--- src/rtl/core/rrdo_pkg.sv ---
// Shared types, codes and constants of the record ring with oldest-record drop.
package rrdo_pkg;

  localparam int DEPTH_LOG2_DEF = 6;
  localparam int HEADER_BYTES   = 2;
  localparam logic [4:0] DROP_MAX = 5'd31;

  localparam logic [1:0] OP_BEGIN  = 2'd0;
  localparam logic [1:0] OP_APPEND = 2'd1;
  localparam logic [1:0] OP_READ   = 2'd2;

  localparam logic [2:0] ST_OK       = 3'd0;
  localparam logic [2:0] ST_TOO_LONG = 3'd1;
  localparam logic [2:0] ST_EMPTY    = 3'd2;
  localparam logic [2:0] ST_TOO_SMALL = 3'd3;
  localparam logic [2:0] ST_BUSY     = 3'd4;

  typedef struct packed {
    logic [1:0] op;
    logic [7:0] data_byte;
    logic [5:0] record_length;
    logic [7:0] capacity;
  } item_t;

  typedef struct packed {
    logic [2:0] status;
    logic [7:0] read_byte;
    logic       has_byte;
    logic       last;
    logic [5:0] found_length;
    logic [4:0] dropped_count;
  } result_t;

  typedef enum logic [1:0] {
    K_BEGIN,
    K_APPEND,
    K_READ
  } kind_t;

  typedef struct packed {
    kind_t      kind;
    logic [7:0] data_byte;
    logic [5:0] record_length;
    logic [7:0] capacity;
  } cmd_t;

  typedef struct packed {
    logic valid;
    cmd_t cmd;
  } cmd_head_t;

  typedef enum logic [2:0] {
    S_IDLE,
    S_DROP_CHECK,
    S_DROP_HI,
    S_DROP_LO,
    S_HDR_LO,
    S_RD_HI,
    S_RD_LO,
    S_RD_BYTE
  } state_t;

endpackage

--- src/rtl/core/rrdo_front.sv ---
// Front end: accept transactions, classify them, queue commands for the back end.
module rrdo_front
  import rrdo_pkg::*;
(
  input  logic      clk,
  input  logic      rst,
  input  logic      start,
  input  item_t     item,
  output logic      busy,
  output cmd_head_t head,
  input  logic      pop
);

  cmd_t       entries [2];
  logic       wr_ptr;
  logic       rd_ptr;
  logic [1:0] count;
  logic       push;
  cmd_t       cmd_in;

  assign busy = (count == 2'd2);

  always_comb begin
    cmd_in.data_byte     = item.data_byte;
    cmd_in.record_length = item.record_length;
    cmd_in.capacity      = item.capacity;
    push                 = start && !busy;
    unique case (item.op)
      OP_BEGIN:  cmd_in.kind = K_BEGIN;
      OP_APPEND: cmd_in.kind = K_APPEND;
      OP_READ:   cmd_in.kind = K_READ;
      default: begin
        // unused code: drop it
        cmd_in.kind = K_READ;
        push        = 1'b0;
      end
    endcase
  end

  assign head.valid = (count != 2'd0);
  assign head.cmd   = entries[rd_ptr];

  always_ff @(posedge clk) begin
    if (push) begin
      entries[wr_ptr] <= cmd_in;
    end
  end

  always_ff @(posedge clk) begin
    if (rst) begin
      wr_ptr <= 1'b0;
      rd_ptr <= 1'b0;
      count  <= 2'd0;
    end else begin
      if (push) wr_ptr <= ~wr_ptr;
      if (pop)  rd_ptr <= ~rd_ptr;
      count <= count + 2'(push) - 2'(pop);
    end
  end

  a_no_pop_empty: assert property (@(posedge clk) disable iff (rst)
    pop |-> count != 2'd0) else $error("pop from empty command queue");
  a_no_push_full: assert property (@(posedge clk) disable iff (rst)
    count == 2'd2 |-> !push) else $error("push into full command queue");
  a_count_range: assert property (@(posedge clk) disable iff (rst)
    count != 2'd3) else $error("command queue count out of range");

endmodule

--- src/rtl/core/rrdo_back.sv ---
// Back end: ring memory, pointers and the sequencer that executes commands.
module rrdo_back
  import rrdo_pkg::*;
#(
  parameter int DEPTH_LOG2 = DEPTH_LOG2_DEF
) (
  input  logic      clk,
  input  logic      rst,
  input  cmd_head_t head,
  output logic      pop,
  output result_t   result,
  output logic      strobe
);

  localparam int DW = DEPTH_LOG2;
  localparam int RING_SIZE = 1 << DW;
  localparam logic [7:0] SPACE = 8'(RING_SIZE - 1);

  logic [7:0] ring [RING_SIZE];
  logic [7:0] mem_q;
  logic [DW-1:0] rd_addr;
  logic          we;
  logic [DW-1:0] wa;
  logic [7:0]    wd;

  state_t state, state_next;
  cmd_t   cur, cur_next;
  logic [DW-1:0] rp, rp_next, wp, wp_next, pos, pos_next;
  logic          write_open, write_open_next;
  logic [5:0]    bytes_remaining, bytes_remaining_next;
  logic [4:0]    drops, drops_next;
  logic [7:0]    hi, hi_next;
  logic [5:0]    len, len_next;
  logic [5:0]    cnt, cnt_next;
  result_t       res_next;
  logic          strobe_next;

  logic [DW-1:0] used;
  logic [7:0]    need_used;
  logic          must_drop;
  logic [15:0]   len16;
  logic [16:0]   adv17;
  logic [DW-1:0] adv;
  logic [5:0]    len_clamped;
  logic          byte_last;

  always_comb begin
    used      = wp - rp;
    need_used = 8'(cur.record_length) + 8'(HEADER_BYTES) + 8'(used);
    must_drop = (need_used > SPACE) && (used != '0);
    len16     = {hi, mem_q};
    adv17     = 17'(len16) + 17'(HEADER_BYTES);
    adv       = (adv17 > 17'(used)) ? used : adv17[DW-1:0];
    if (used < DW'(HEADER_BYTES)) begin
      len_clamped = 6'd0;
    end else if (len16 > 16'(used - DW'(HEADER_BYTES))) begin
      len_clamped = 6'(used - DW'(HEADER_BYTES));
    end else begin
      len_clamped = len16[5:0];
    end
    byte_last = (cnt == len - 6'd1);
  end

  // next state
  always_comb begin
    state_next = state;
    unique case (state)
      S_IDLE: begin
        if (head.valid && head.cmd.kind == K_BEGIN && !write_open &&
            (8'(head.cmd.record_length) + 8'(HEADER_BYTES) <= SPACE)) begin
          state_next = S_DROP_CHECK;
        end else if (head.valid && head.cmd.kind == K_READ && !write_open &&
                     used != '0) begin
          state_next = S_RD_HI;
        end
      end
      S_DROP_CHECK: state_next = must_drop ? S_DROP_HI : S_HDR_LO;
      S_DROP_HI:    state_next = S_DROP_LO;
      S_DROP_LO:    state_next = S_DROP_CHECK;
      S_HDR_LO:     state_next = S_IDLE;
      S_RD_HI:      state_next = S_RD_LO;
      S_RD_LO: begin
        if ((8'(cur.capacity) < 8'(len_clamped)) || len_clamped == 6'd0) begin
          state_next = S_IDLE;
        end else begin
          state_next = S_RD_BYTE;
        end
      end
      S_RD_BYTE:    state_next = byte_last ? S_IDLE : S_RD_BYTE;
      default:      state_next = S_IDLE;
    endcase
  end

  // memory control and queue pop
  always_comb begin
    pop     = (state == S_IDLE) && head.valid;
    rd_addr = rp;
    we      = 1'b0;
    wa      = wp;
    wd      = 8'd0;
    unique case (state)
      S_DROP_CHECK: begin
        if (!must_drop) begin
          we = 1'b1;
          wa = wp;
          wd = 8'd0;
        end
      end
      S_DROP_HI, S_RD_HI: rd_addr = rp + DW'(1);
      S_HDR_LO: begin
        we = 1'b1;
        wa = wp + DW'(1);
        wd = 8'(cur.record_length);
      end
      S_RD_LO:   rd_addr = rp + DW'(HEADER_BYTES);
      S_RD_BYTE: rd_addr = pos + DW'(1);
      S_IDLE: begin
        if (head.valid && head.cmd.kind == K_APPEND && write_open) begin
          we = 1'b1;
          wa = wp;
          wd = head.cmd.data_byte;
        end
      end
      default: ;
    endcase
  end

  // datapath registers
  always_comb begin
    cur_next             = cur;
    rp_next              = rp;
    wp_next              = wp;
    pos_next             = pos;
    write_open_next      = write_open;
    bytes_remaining_next = bytes_remaining;
    drops_next           = drops;
    hi_next              = hi;
    len_next             = len;
    cnt_next             = cnt;
    res_next             = '0;
    res_next.last        = 1'b1;
    strobe_next          = 1'b0;
    unique case (state)
      S_IDLE: begin
        cur_next   = head.cmd;
        drops_next = 5'd0;
        if (head.valid) begin
          unique case (head.cmd.kind)
            K_BEGIN: begin
              if (write_open) begin
                strobe_next     = 1'b1;
                res_next.status = ST_BUSY;
              end else if (8'(head.cmd.record_length) + 8'(HEADER_BYTES) > SPACE) begin
                strobe_next     = 1'b1;
                res_next.status = ST_TOO_LONG;
              end
            end
            K_APPEND: begin
              if (write_open) begin
                wp_next              = wp + DW'(1);
                bytes_remaining_next = bytes_remaining - 6'd1;
                if (bytes_remaining == 6'd1) write_open_next = 1'b0;
              end
            end
            K_READ: begin
              if (write_open) begin
                strobe_next     = 1'b1;
                res_next.status = ST_BUSY;
              end else if (used == '0) begin
                strobe_next     = 1'b1;
                res_next.status = ST_EMPTY;
              end
            end
            default: ;
          endcase
        end
      end
      S_DROP_HI: hi_next = mem_q;
      S_DROP_LO: begin
        rp_next = rp + adv;
        if (drops != DROP_MAX) drops_next = drops + 5'd1;
      end
      S_HDR_LO: begin
        wp_next                = wp + DW'(HEADER_BYTES);
        bytes_remaining_next   = cur.record_length;
        write_open_next        = (cur.record_length != 6'd0);
        strobe_next            = 1'b1;
        res_next.status        = ST_OK;
        res_next.dropped_count = drops;
      end
      S_RD_HI: hi_next = mem_q;
      S_RD_LO: begin
        len_next = len_clamped;
        pos_next = rp + DW'(HEADER_BYTES);
        cnt_next = 6'd0;
        if (8'(cur.capacity) < 8'(len_clamped)) begin
          strobe_next           = 1'b1;
          res_next.status       = ST_TOO_SMALL;
          res_next.found_length = len_clamped;
        end else if (len_clamped == 6'd0) begin
          strobe_next     = 1'b1;
          res_next.status = ST_OK;
          rp_next = rp + ((used < DW'(HEADER_BYTES)) ? used : DW'(HEADER_BYTES));
        end
      end
      S_RD_BYTE: begin
        strobe_next           = 1'b1;
        res_next.status       = ST_OK;
        res_next.read_byte    = mem_q;
        res_next.has_byte     = 1'b1;
        res_next.last         = byte_last;
        res_next.found_length = len;
        pos_next              = pos + DW'(1);
        cnt_next              = cnt + 6'd1;
        if (byte_last) rp_next = pos + DW'(1);
      end
      default: ;
    endcase
  end

  always_ff @(posedge clk) begin
    if (we) ring[wa] <= wd;
    mem_q <= ring[rd_addr];
  end

  always_ff @(posedge clk) begin
    cur    <= cur_next;
    pos    <= pos_next;
    hi     <= hi_next;
    len    <= len_next;
    cnt    <= cnt_next;
    drops  <= drops_next;
    result <= res_next;
  end

  always_ff @(posedge clk) begin
    if (rst) begin
      state           <= S_IDLE;
      rp              <= '0;
      wp              <= '0;
      write_open      <= 1'b0;
      bytes_remaining <= 6'd0;
      strobe          <= 1'b0;
    end else begin
      state           <= state_next;
      rp              <= rp_next;
      wp              <= wp_next;
      write_open      <= write_open_next;
      bytes_remaining <= bytes_remaining_next;
      strobe          <= strobe_next;
    end
  end

  a_open_has_bytes: assert property (@(posedge clk) disable iff (rst)
    write_open |-> bytes_remaining != 6'd0) else $error("open write with no bytes left");
  a_byte_ok: assert property (@(posedge clk) disable iff (rst)
    strobe && result.has_byte |-> result.status == ST_OK)
    else $error("data byte with non-ok status");
  a_drops_on_begin: assert property (@(posedge clk) disable iff (rst)
    strobe && result.dropped_count != 5'd0 |-> !result.has_byte && result.last)
    else $error("drop count on a read result");
  a_no_pop_busy: assert property (@(posedge clk) disable iff (rst)
    state != S_IDLE |-> !pop) else $error("command taken while sequencer busy");

endmodule

--- src/rtl/core/record_ring_drop_oldest.sv ---
// Top level of the byte ring of length-prefixed records that drops the oldest.
//
// Records live in a byte ring of 2^DEPTH_LOG2 entries, each as a 2-byte
// big-endian length header and its data; one slot stays free. A transaction
// is taken at a clock edge with start high and busy low; busy rises only
// when the two-entry command queue is full. Results leave through a
// registered port, one per cycle marked by strobe, and the receiver cannot
// stall them: be ready every cycle. Once a transaction reaches the sequencer:
// an append gives no result; a begin write or read answered busy, too long or
// empty is answered from the idle state; an accepted begin write drops the
// oldest records one by one until the new one fits, then writes its header
// and answers; a read that reaches the ring fetches the header, then gives a
// too-small or zero-length answer or else streams the record bytes back to
// back. The ring memory has a single read port with a registered output.
// Results are registered and appear in the cycle after the sequencer makes
// them. The ring needs no clearing after reset.
module record_ring_drop_oldest
  import rrdo_pkg::*;
#(
  parameter int DEPTH_LOG2 = DEPTH_LOG2_DEF
) (
  input  logic    clk,
  input  logic    rst,
  input  logic    start,
  input  item_t   item,
  output logic    busy,
  output result_t result,
  output logic    strobe
);

  cmd_head_t head;
  logic      pop;

  // accept and classify; drop unused op codes
  rrdo_front u_front (
    .clk   (clk),
    .rst   (rst),
    .start (start),
    .item  (item),
    .busy  (busy),
    .head  (head),
    .pop   (pop)
  );

  // execute commands against the ring
  rrdo_back #(
    .DEPTH_LOG2 (DEPTH_LOG2)
  ) u_back (
    .clk    (clk),
    .rst    (rst),
    .head   (head),
    .pop    (pop),
    .result (result),
    .strobe (strobe)
  );

endmodule

--- config.mk ---
export PLATFORM = sky130hd
export DESIGN_NAME = record_ring_drop_oldest
export DESIGN_NICKNAME = d
export VERILOG_FILES = /design/src/rtl/core/rrdo_pkg.sv /design/src/rtl/core/rrdo_front.sv /design/src/rtl/core/rrdo_back.sv /design/src/rtl/core/record_ring_drop_oldest.sv
export SDC_FILE = /design/constraint.sdc
export NUM_CORES = 1
export LEC_CHECK = 0
export ABC_AREA = 1
export BUFFER_PORTS_ARGS = -buffer_cell sky130_fd_sc_hd__buf_4
export CAP_MARGIN = 10
export CORE_MARGIN = 2
export CORE_UTILIZATION = 45
export DETAILED_ROUTE_END_ITERATION = 6
export PLACE_DENSITY = 0.6
export SLEW_MARGIN = 25
export SYNTH_ARGS = -nofsm -noshare
export SYNTH_HDL_FRONTEND = slang
export SYNTH_SLANG_ARGS = --single-unit
export TNS_END_PERCENT = 50
--- constraint.sdc ---
create_clock -name clk -period 11.75 [get_ports clk]
set_input_delay 1.175 -clock clk [delete_from_list [all_inputs] [get_ports clk]]
set_output_delay 1.175 -clock clk [all_outputs]
set_load 0.01 [all_outputs]
==> results.json, run 1 <==
{
  "yosysMostFrequentCell": "edfxtp_1",
  "synthFlopType": "edfxtp_1",
  "min_period_over_period_pct": 47.6,
  "area_delta_synth_final_pct": 11.9,
  "fillers": 5498,
  "power_density_mw_per_mm2": 246,
  "fin_crit_ps": 5590,
  "swShare_pct": 37.5,
  "wl_met1_um": 31000,
  "io_buffers": 52,
  "dieArea_mm2": 0.0664,
  "worstPathRequired_ps": 12280,
  "clk_latency_ps": 610,
  "ys_ff_latch": 665,
  "peakVddDrop_mv": 0.177,
  "antenna_found_initial": 0,
  "yosys.area.top_type": "edfxtp_1",
  "seqPwrFrac_pct": 37.2,
  "drc": 0,
  "clk_pin_slew_ps": 60,
  "design.core.area_mm2": 0.0633,
  "synth_nets": 2493,
  "switching_power_mw": 2.99,
  "ctsHtreeMaxLevel": 3,
  "grt_pass1_vias": 18400,
  "crit_arrival_ps": 6120,
  "p_leak_nw": 10.9,
  "path_class": "register to register",
  "wire_per_inst_um": 21.6,
  "status": "completed",
  "grt_use_total_pct": 21.3,
  "cap_violations": 0,
  "totalWireLength_um": 72000,
  "gp_congestion": 0.892,
  "cts_setup_buffers": 0,
  "rows": 92,
  "top_layer": "met4",
  "grt_start_max_net_pins": 225,
  "tns_ps": 0,
  "ys_types": 55,
  "cts_resized": 0,
  "first_pass_iters": 6,
  "p_clk_share_pct": 28.0,
  "grt_pass1_wl_um": 108000,
  "cts_tree": "yes",
  "async_flop_share_pct": 0,
  "rsz0062_at_grt": "no",
  "io-pin-count": 53,
  "timing.final.max_slew_violations": 0,
  "synth-edff-count": 605,
  "seq_area_mm2": 0.0194,
  "hold_buffers": 0,
  "comb_power_share_pct": 34.8,
  "drive_gt1_share_pct": 11.4,
  "dpl.hpwl_um": 43600,
  "hold_path_class": "register to register",
  "crit_fanout": 20,
  "multi_input_area_mm2": 0.00849,
  "layout.nets": 2516,
  "overflow": 0,
  "r2r_slack_ps": 6160,
  "slew_headroom_pct": 21.8,
  "synth_common_cells": "edfxtp_1 (605), nor2_1 (280), o21ai_0 (265)",
  "internal-power_mw": 4.99,
  "avgSynthCellArea_um2": 12.0,
  "clock-sinks": 665,
  "cts_root_buf": "clkbuf_16",
  "die_h_um": 258,
  "seq_area_frac_synth_pct": 66.9,
  "setup_viol": 0,
  "antennaDiodeCount": 0,
  "worst_pin_slew_ps": 1170,
  "synthCells": 2409,
  "cp-end-kind": "register",
  "fp.dieW_um": 258,
  "fmax_ghz": 0.179,
  "dr_wl_met3_um": 4610,
  "vias": 19000,
  "synth.area.top_cells": "edfxtp_1 (63%), o21ai_0 (4.6%), dfxtp_1 (4.1%)",
  "start_kind": "register",
  "start_util_pct": 45.7,
  "dr.first_iter.drc_count": 1825,
  "netlist_area_mm2": 0.0289,
  "fin_skew_ps": 24.5,
  "hold_ws_ps": 464,
  "ant_nets": 0,
  "vias_per_cell": 5.68,
  "wl_met2_um": 34300,
  "yosysTopAreaCellShare_pct": 62.8,
  "yosysWarnings": 0,
  "finalHoldViolCount": 0,
  "cts_made_buffers": 73,
  "cts.path.max_buffers": 3
}
==> cells by family after synthesis <==
family,synth area share [%]
and+or+nand+nor,12.2
DFF,66.9
AOI/OAI and AO/OA,13.1
buffers and inverters,4.16
adders and majority gates,2.52
xor gates and xnor gates,0.878
muxes,0.173
==> worst paths after layout <==
kind | from | to | depth (start not counted)
min | u_front.rd_ptr | u_front.rd_ptr | 1
max reg2reg | u_back.rp[2] | u_back.rp[5] | 27
min reg2reg | u_front.rd_ptr | u_front.rd_ptr | 1
max | u_back.rp[2] | u_back.rp[5] | 27
==> area by class of cell <==
cell class                 count  share of cell area, %
clock buffer                  92                   6.18
tap                          846                   3.27
inverter                     140                   1.66
clock inverter                43                   1.04
multi-input combinational   1474                   26.2
sequential                   665                   59.8
timing repair buffer          78                   1.87
==> power groups by stage <==
| stage | clock [mW] | sequential [mW] | combinational [mW] |
|---|---|---|---|
| after global placement | 0 | 3.01 | 2.69 |
| after detailed placement | 0 | 3.01 | 2.75 |
| after global routing | 2.36 | 2.98 | 3.10 |
| after floorplan | 0 | 2.98 | 1.94 |
| after CTS | 2.27 | 2.97 | 2.76 |
| final | 2.23 | 2.97 | 2.78 |
==> critical path, stage by stage, from the launching register on <==
cell	delay, ps
dfxtp_1	510
inv_1	80
ha_1	350
a21oi_1	270
nand3b_1	130
nand2_2	140
inv_1	90
nor2_2	140
nand4_1	490
ha_1	530
nand2_1	60
inv_1	60
nand3_1	60
nor3_1	200
nand2_1	80
nand2_1	90
nand2_2	130
o211ai_1	420
ha_1	310
nand2_1	70
nand2_1	50
nand2_1	50
nand2_1	50
nand2_1	70
nand3_1	560
nand3b_1	300
nand2_1	70
nor2_1	120
==> metrics by stage <==
step	util [%]	area, um^2	cells	power (mW)	setup WS (ps)
global route	51.2	32400	3338	8.44	5520
global placement	47.4	30000	3201	5.70	6400
detailed placement	47.5	30100	3203	5.76	6200
CTS	51.2	32400	3338	7.99	6180
floorplan	-	28900	2409	4.92	6770
finish	51.2	32400	3338	7.98	6160
==> registers in the layout, indices dropped and copies added (netlist names), 3 cells and up, named ones only <==
| name | count |
|---|---|
| u_back.len | 6 |
| u_back.hi | 8 |
| u_back.drops | 5 |
| u_back.state | 3 |
| u_back.bytes_remaining | 6 |
| u_back.ring | 512 |
| u_back.pos | 6 |
| u_front.entries | 48 |
| u_back.rp | 6 |
| u_back.cnt | 6 |
| u_back.result | 24 |
| u_back.mem_q | 8 |
| u_back.cur | 14 |
| u_back.wp | 6 |
==> placed cells by master (no fill, tap or decap), types with 6 or more instances in the layout <==
cell type / instances
nand3_1: 100
nor2_1: 278
o211ai_2: 20
nand2_1: 200
nand4_1: 23
ha_1: 55
dfxtp_1: 60
inv_1: 134
o21ai_1: 25
nor3_1: 6
clkbuf_1: 13
clkinv_2: 14
o21ai_0: 261
buf_4: 75
or2_2: 51
clkinv_1: 20
o221ai_1: 32
a21oi_1: 51
o211ai_1: 113
nand2_2: 6
nand3b_1: 8
a31oi_1: 8
xor2_1: 27
or2_0: 86
o22ai_1: 70
edfxtp_1: 605
clkbuf_16: 77
==> routing by layer <==
| metal | vias to the layer above | global-route usage (%) |
|---|---|---|
| met4 | 0 | 7.00 |
| met5 | - | 0 |
| met2 | 669 | 35.1 |
| li1 | 8881 | - |
| met3 | 125 | 3.54 |
| met1 | 9296 | 28.9 |
Power figures use the tool's default switching activity.
==> run 2, diff against run 1 <==
==> constraint.sdc (replaced) <==
create_clock -name clk -period 5.8 [get_ports clk]
set_input_delay 0.58 -clock clk [delete_from_list [all_inputs] [get_ports clk]]
set_output_delay 0.58 -clock clk [all_outputs]
set_load 0.01 [all_outputs]
==> run 2 against run 1 <==
- clock power up 110%
- design area rose by 2.5%
- power is 110% higher
- critical path type unchanged
- largest power group unchanged
==> results.json, run 2 (synthesized netlist as in run 1, its figures left out) <==
{
  "totalWireLength_um": 71700,
  "final_common_cell": "edfxtp_1",
  "grt_start_max_net_pins": 239,
  "antennaDiodeCount": 0,
  "dpl.hpwl_um": 43400,
  "layout_common_cells": "edfxtp_1 (605), nor2_1 (278), o21ai_0 (261)",
  "p_leak_nw": 11.4,
  "gp_congestion": 0.871,
  "rows": 92,
  "min_period_over_period_pct": 90.6,
  "finish.instance_area_mm2": 0.0332,
  "max_stage_delay_ps": 670,
  "largest_reg_flops": 512,
  "tns_ps": 0,
  "largestRegisters": "u_back.ring (512), u_front.entries (48), u_back.result (24)",
  "design.core.area_mm2": 0.0633,
  "placedInstanceArea_mm2": 0.0308,
  "clk_latency_ps": 630,
  "cts_root_buf": "clkbuf_16",
  "grt_use_total_pct": 21.4,
  "reg2reg_from": "u_back.rp[1]",
  "hold_path_class": "input port to register",
  "cp_slowest_cell": "fa_1",
  "antenna_found_initial": 1,
  "power.total_mw": 16.4,
  "area_delta_synth_final_pct": 14.8,
  "top_register": "u_back.ring",
  "clock-sinks": 665,
  "crit_arrival_ps": 5810,
  "cts.path.max_buffers": 3,
  "hold_ws_ps": 143,
  "cts_tree": "yes",
  "peakVddDrop_mv": 0.364,
  "fin_crit_ps": 5250,
  "path_class": "register to register",
  "ant_nets": 0,
  "r2r_end": "u_back.rp[5]",
  "finalHoldViolCount": 0,
  "cts_made_buffers": 72,
  "timing.final.max_slew_violations": 0,
  "start_kind": "register",
  "die_h_um": 258,
  "worstPathRequired_ps": 6360,
  "crit_fanout": 11,
  "slew_headroom_pct": 27.9,
  "dieArea_mm2": 0.0664,
  "clk_pin_slew_ps": 60,
  "grt_pass1_vias": 18700,
  "fmax_ghz": 0.190,
  "layout.nets": 2605,
  "r2r_slack_ps": 550,
  "io-pin-count": 53,
  "fp.dieW_um": 258,
  "grt_pass1_wl_um": 110000,
  "whs_endpoint": "u_front.entries[1][21]",
  "io_buffers": 52,
  "cp-end-kind": "register",
  "wire_per_inst_um": 20.9,
  "reg2reg_depth": 28,
  "start_util_pct": 45.7,
  "fin_skew_ps": 24.3,
  "first_pass_iters": 6,
  "ctsHtreeMaxLevel": 3,
  "hold_start": "item[21]",
  "overflow": 0,
  "status": "completed",
  "min_path_cells": 1,
  "cap_violations": 0,
  "drc": 0,
  "rsz0062_at_grt": "no",
  "dr.first_iter.drc_count": 1911,
  "power_density_mw_per_mm2": 494,
  "setup_viol": 0,
  "vias_per_cell": 5.59,
  "worst_pin_slew_ps": 1070,
  "vias": 19100,
  "drive_gt1_share_pct": 14.7,
  "fillers": 5435
}
## run 2: cell count changes in the layout (fill, tap and decap cells not counted), sizes merged
cell and change:
buf +90, bufinv +4, clkbuf +1, clkinv -13
clkinvlp +1, inv +4
## run 2: worst max-delay path by stage
stage	from	endpoint	slack [ps]
floorplan	register	u_back.ring[0][4]	820
global placement	u_back.rp[1]	u_back.rp[0]	590
detailed placement	u_back.rp[2]	u_back.rp[4]	240
CTS	u_back.rp[2]	u_back.rp[4]	210
global route	u_back.rp[1]	u_back.rp[5]	30
finish	u_back.rp[1]	u_back.rp[5]	550
## run 2: per-stage QoR
step / worst slack, ps / std cells / utilization (%)
floorplan: 824 / 2409 / -
global placement: 594 / 3291 / 48.6
detailed placement: 242 / 3291 / 48.6
CTS: 213 / 3423 / 52.4
global route: 27.8 / 3425 / 52.5
finish: 545 / 3425 / 52.5
## run 2: worst max-delay path: cells and delay by family (launching register included)
kind            cells  cell delay (ps)
flops               1              540
simple gates       14             1630
fa+ha+maj           3             1320
buf+inv             5              600
compound gates      5              920
xor+xnor            1              190
## run 2: repair_timing
item	in CTS	in global routing
gates resized for setup	0	1
hold buffers	0	0
buffers inserted	0	2
endpoints found under the setup margin	0	14
## run 2: report_power, final
part	switching (mW)	leakage [nW]	internal (mW)
clock	1.89	1.18	2.80
sequential	0.226	5.91	5.78
combinational	3.95	4.31	1.76
total	6.07	11.4	10.3
## run 2: cell type report
class | instances | area (um^2) | area share (%)
tap | 846 | 1060 | 3.19
timing repair buffer | 168 | 1340 | 4.02
sequential | 665 | 19400 | 58.3
inverter | 140 | 538 | 1.62
multi-input combinational | 1474 | 8490 | 25.6
clock buffer | 93 | 1950 | 5.88
clock inverter | 39 | 467 | 1.41
## run 2: per-layer routing
layer	global-route usage (%)	vias to the layer above	share of wire, %
li1	-	9048	-
met1	29.6	9334	43
met2	35.0	623	48
met3	3.57	122	6.4
met4	6.21	2	2.6
met5	0	-	0.018
==> run 3, diff against run 2 <==
--- a/config.mk
+++ b/config.mk
@@ -5,11 +5,11 @@
 export SDC_FILE = /design/constraint.sdc
 export NUM_CORES = 1
 export LEC_CHECK = 0
-export ABC_AREA = 1
 export BUFFER_PORTS_ARGS = -buffer_cell sky130_fd_sc_hd__buf_4
 export CAP_MARGIN = 10
 export CORE_MARGIN = 2
 export CORE_UTILIZATION = 45
+export CTS_CLUSTER_SIZE = 8
 export DETAILED_ROUTE_END_ITERATION = 6
 export PLACE_DENSITY = 0.6
 export SLEW_MARGIN = 25
==> run 3 against run 2 <==
- clock skew increased by 0.89 ps
- die area increased by 0.51%
- combinational power increased by 17%
- register-to-register slack got worse by 270 ps
- routed wire length decreased by 3.0%
- largest power group is now combinational cells
==> results.json, run 3 <==
{
  "timing.final.max_slew_violations": 0,
  "yosysTopAreaCellShare_pct": 62.4,
  "clk_latency_ps": 640,
  "internal-power_mw": 11.4,
  "power.total_mw": 17.7,
  "min_period_over_period_pct": 95.2,
  "clk_pin_slew_ps": 50,
  "final_common_cell": "edfxtp_1",
  "grt_pass1_vias": 17500,
  "dr.first_iter.drc_count": 1353,
  "yosysWarnings": 0,
  "hold_path_class": "input port to register",
  "fin_crit_ps": 5520,
  "synthFlopType": "edfxtp_1",
  "grt_start_max_net_pins": 143,
  "clock-sinks": 665,
  "met1_usage_pct": 28.0,
  "ys_types": 83,
  "cap_violations": 0,
  "setup_viol": 0,
  "fmax_ghz": 0.181,
  "multi_input_area_mm2": 0.00928,
  "dieArea_mm2": 0.0667,
  "netlist_area_mm2": 0.0291,
  "comb_power_share_pct": 37.9,
  "synth_nets": 2160,
  "cts_root_buf": "clkbuf_16",
  "cts_made_buffers": 93,
  "cp_slowest_cell": "fa_1",
  "design.core.area_mm2": 0.0642,
  "post-route-util_pct": 52.7,
  "crit_fanout": 10,
  "yosysMostFrequentCell": "edfxtp_1",
  "fillers": 5369,
  "swShare_pct": 35.5,
  "antenna_found_initial": 3,
  "synth-edff-count": 605,
  "fin_skew_ps": 25.2,
  "cts.path.max_buffers": 3,
  "totalWireLength_um": 69500,
  "worst_pin_slew_ps": 991,
  "slew_headroom_pct": 33.8,
  "synthCells": 2076,
  "first_pass_iters": 5,
  "p_leak_nw": 12.0,
  "fp.dieW_um": 258,
  "io_buffers": 52,
  "drc": 0,
  "power_density_mw_per_mm2": 522,
  "seqPwrFrac_pct": 34.4,
  "cts_tree": "yes",
  "layout_common_cells": "edfxtp_1 (605), nand2_1 (168), buf_4 (146)",
  "switching_power_mw": 6.27,
  "status": "completed",
  "path_class": "register to register",
  "rows": 93,
  "finalHoldViolCount": 0,
  "placedInstanceArea_mm2": 0.0310,
  "crit_arrival_ps": 6070,
  "start_kind": "register",
  "yosys.area.top_type": "edfxtp_1",
  "grt_use_met2_pct": 33.3,
  "worstPathRequired_ps": 6350,
  "grtUsageMet3_pct": 3.78,
  "grt.busiest_layer": "met2",
  "dpl.hpwl_um": 44600,
  "max_stage_delay_ps": 390,
  "synth_common_cells": "edfxtp_1 (605), nand2_1 (168), mux2i_1 (145)",
  "p_clk_share_pct": 27.7,
  "wire_per_inst_um": 22.3,
  "overflow": 0,
  "peakVddDrop_mv": 0.374,
  "cp-end-kind": "register",
  "finish.instance_area_mm2": 0.0338,
  "largestRegisters": "u_back.ring (512), u_front.entries (48), u_back.result (24)",
  "die_h_um": 258,
  "io-pin-count": 53,
  "layout.nets": 2305,
  "antennaDiodeCount": 0,
  "vias": 17700,
  "synth.area.top_cells": "edfxtp_1 (62%), mux2_2 (5.5%), mux2i_1 (5.0%)",
  "ys_ff_latch": 665,
  "start_util_pct": 45.3,
  "ant_nets": 0,
  "top_register": "u_back.ring",
  "async_flop_share_pct": 0,
  "grt_pass1_wl_um": 105000,
  "drive_gt1_share_pct": 20.8,
  "hold_buffers": 0,
  "ctsHtreeMaxLevel": 3,
  "gp_congestion": 0.894,
  "avgSynthCellArea_um2": 14.0,
  "vias_per_cell": 5.67,
  "area_delta_synth_final_pct": 16.3,
  "seq_area_mm2": 0.0194,
  "largest_reg_flops": 512,
  "seq_area_frac_synth_pct": 66.6,
  "grt_use_total_pct": 20.7,
  "rsz0062_at_grt": "yes"
}
==> run 3: changes by cell type in the layout (fill, tap and decap cells not counted), moves of 77 or more <==
cell,delta
mux2_2,+142
nor2_1,-149
o211ai_1,-77
o21ai_0,-136
inv_1,-88
or2_0,-86
mux2i_1,+140
==> run 3: area by class of cell <==
| cell class | instances | share of cell area (%) |
|---|---|---|
| Multi-Input combinational cell | 1257 | 27.4 |
| Timing Repair Buffer | 157 | 3.91 |
| Sequential cell | 665 | 57.3 |
| Clock inverter | 6 | 0.307 |
| Inverter | 47 | 0.522 |
| Clock buffer | 127 | 7.38 |
| Tap cell | 855 | 3.16 |
==> run 3: metrics by stage <==
stage          worst slack, ps  hold WS (ps)  TNS, ps  instances
2_1_floorplan             61.9           446        0       2076
6_report                   277           124        0       3114
4_1_cts                   25.1          80.1        0       3110
5_1_grt                  -40.8          88.6    -40.8       3114
3_3_place_gp               112           501        0       2976
3_5_place_dp             -90.5           508     -187       2977
==> run 3: metal layers <==
metal	part of all wire, %	vias up
li1	-	8215
met1	44	8821
met2	48	484
met3	5.5	130
met4	3.3	0
met5	0	-
==> run 3: timing repair <==
action                                  CTS  global route
buffers inserted                          0             2
pin swaps                                 0             7
endpoints found under the setup margin    6            18
resized for setup                         3            31
==> run 3: power groups by stage <==
stage,Combinational (mW),Sequential [mW],Clock (mW)
finish,6.68,6.07,4.90
global route,7.29,6.10,5.19
CTS,6.43,6.07,5.00
detailed placement,6.36,6.16,0
global placement,6.26,6.15,0
floorplan,4.36,6.09,0
==> run 3: worst max-delay path, delay by kind of cell (launching register included) <==
kind / cells / cell delay (ps)
and+or+nand+nor: 10 / 1670
adders and majority gates: 4 / 1190
buffers and inverters: 4 / 390
DFF: 1 / 310
AOI/OAI and AO/OA: 8 / 1860
==> run 3: logic make-up (layout without fill, tap and decap cells) <==
family | Yosys count | count (layout) | synth area share (%)
xor gates and xnor gates | 50 | 50 | 1.51
DFF | 665 | 665 | 66.6
adders and majority gates | 57 | 57 | 2.50
buffers and inverters | 154 | 337 | 2.54
and+or+nand+nor | 478 | 478 | 7.64
muxes | 289 | 289 | 10.6
AOI/OAI and AO/OA | 383 | 383 | 8.64
==> run 3: final timing paths <==
kind	startpoint	to	slack, ps	cells after the start
min reg2reg	u_front.rd_ptr	u_front.rd_ptr	520	2
min	item[12]	u_front.entries[1][12]	120	1
max	u_back.wp[0]	u_back.rp[1]	280	26
max reg2reg	u_back.wp[0]	u_back.rp[1]	280	26
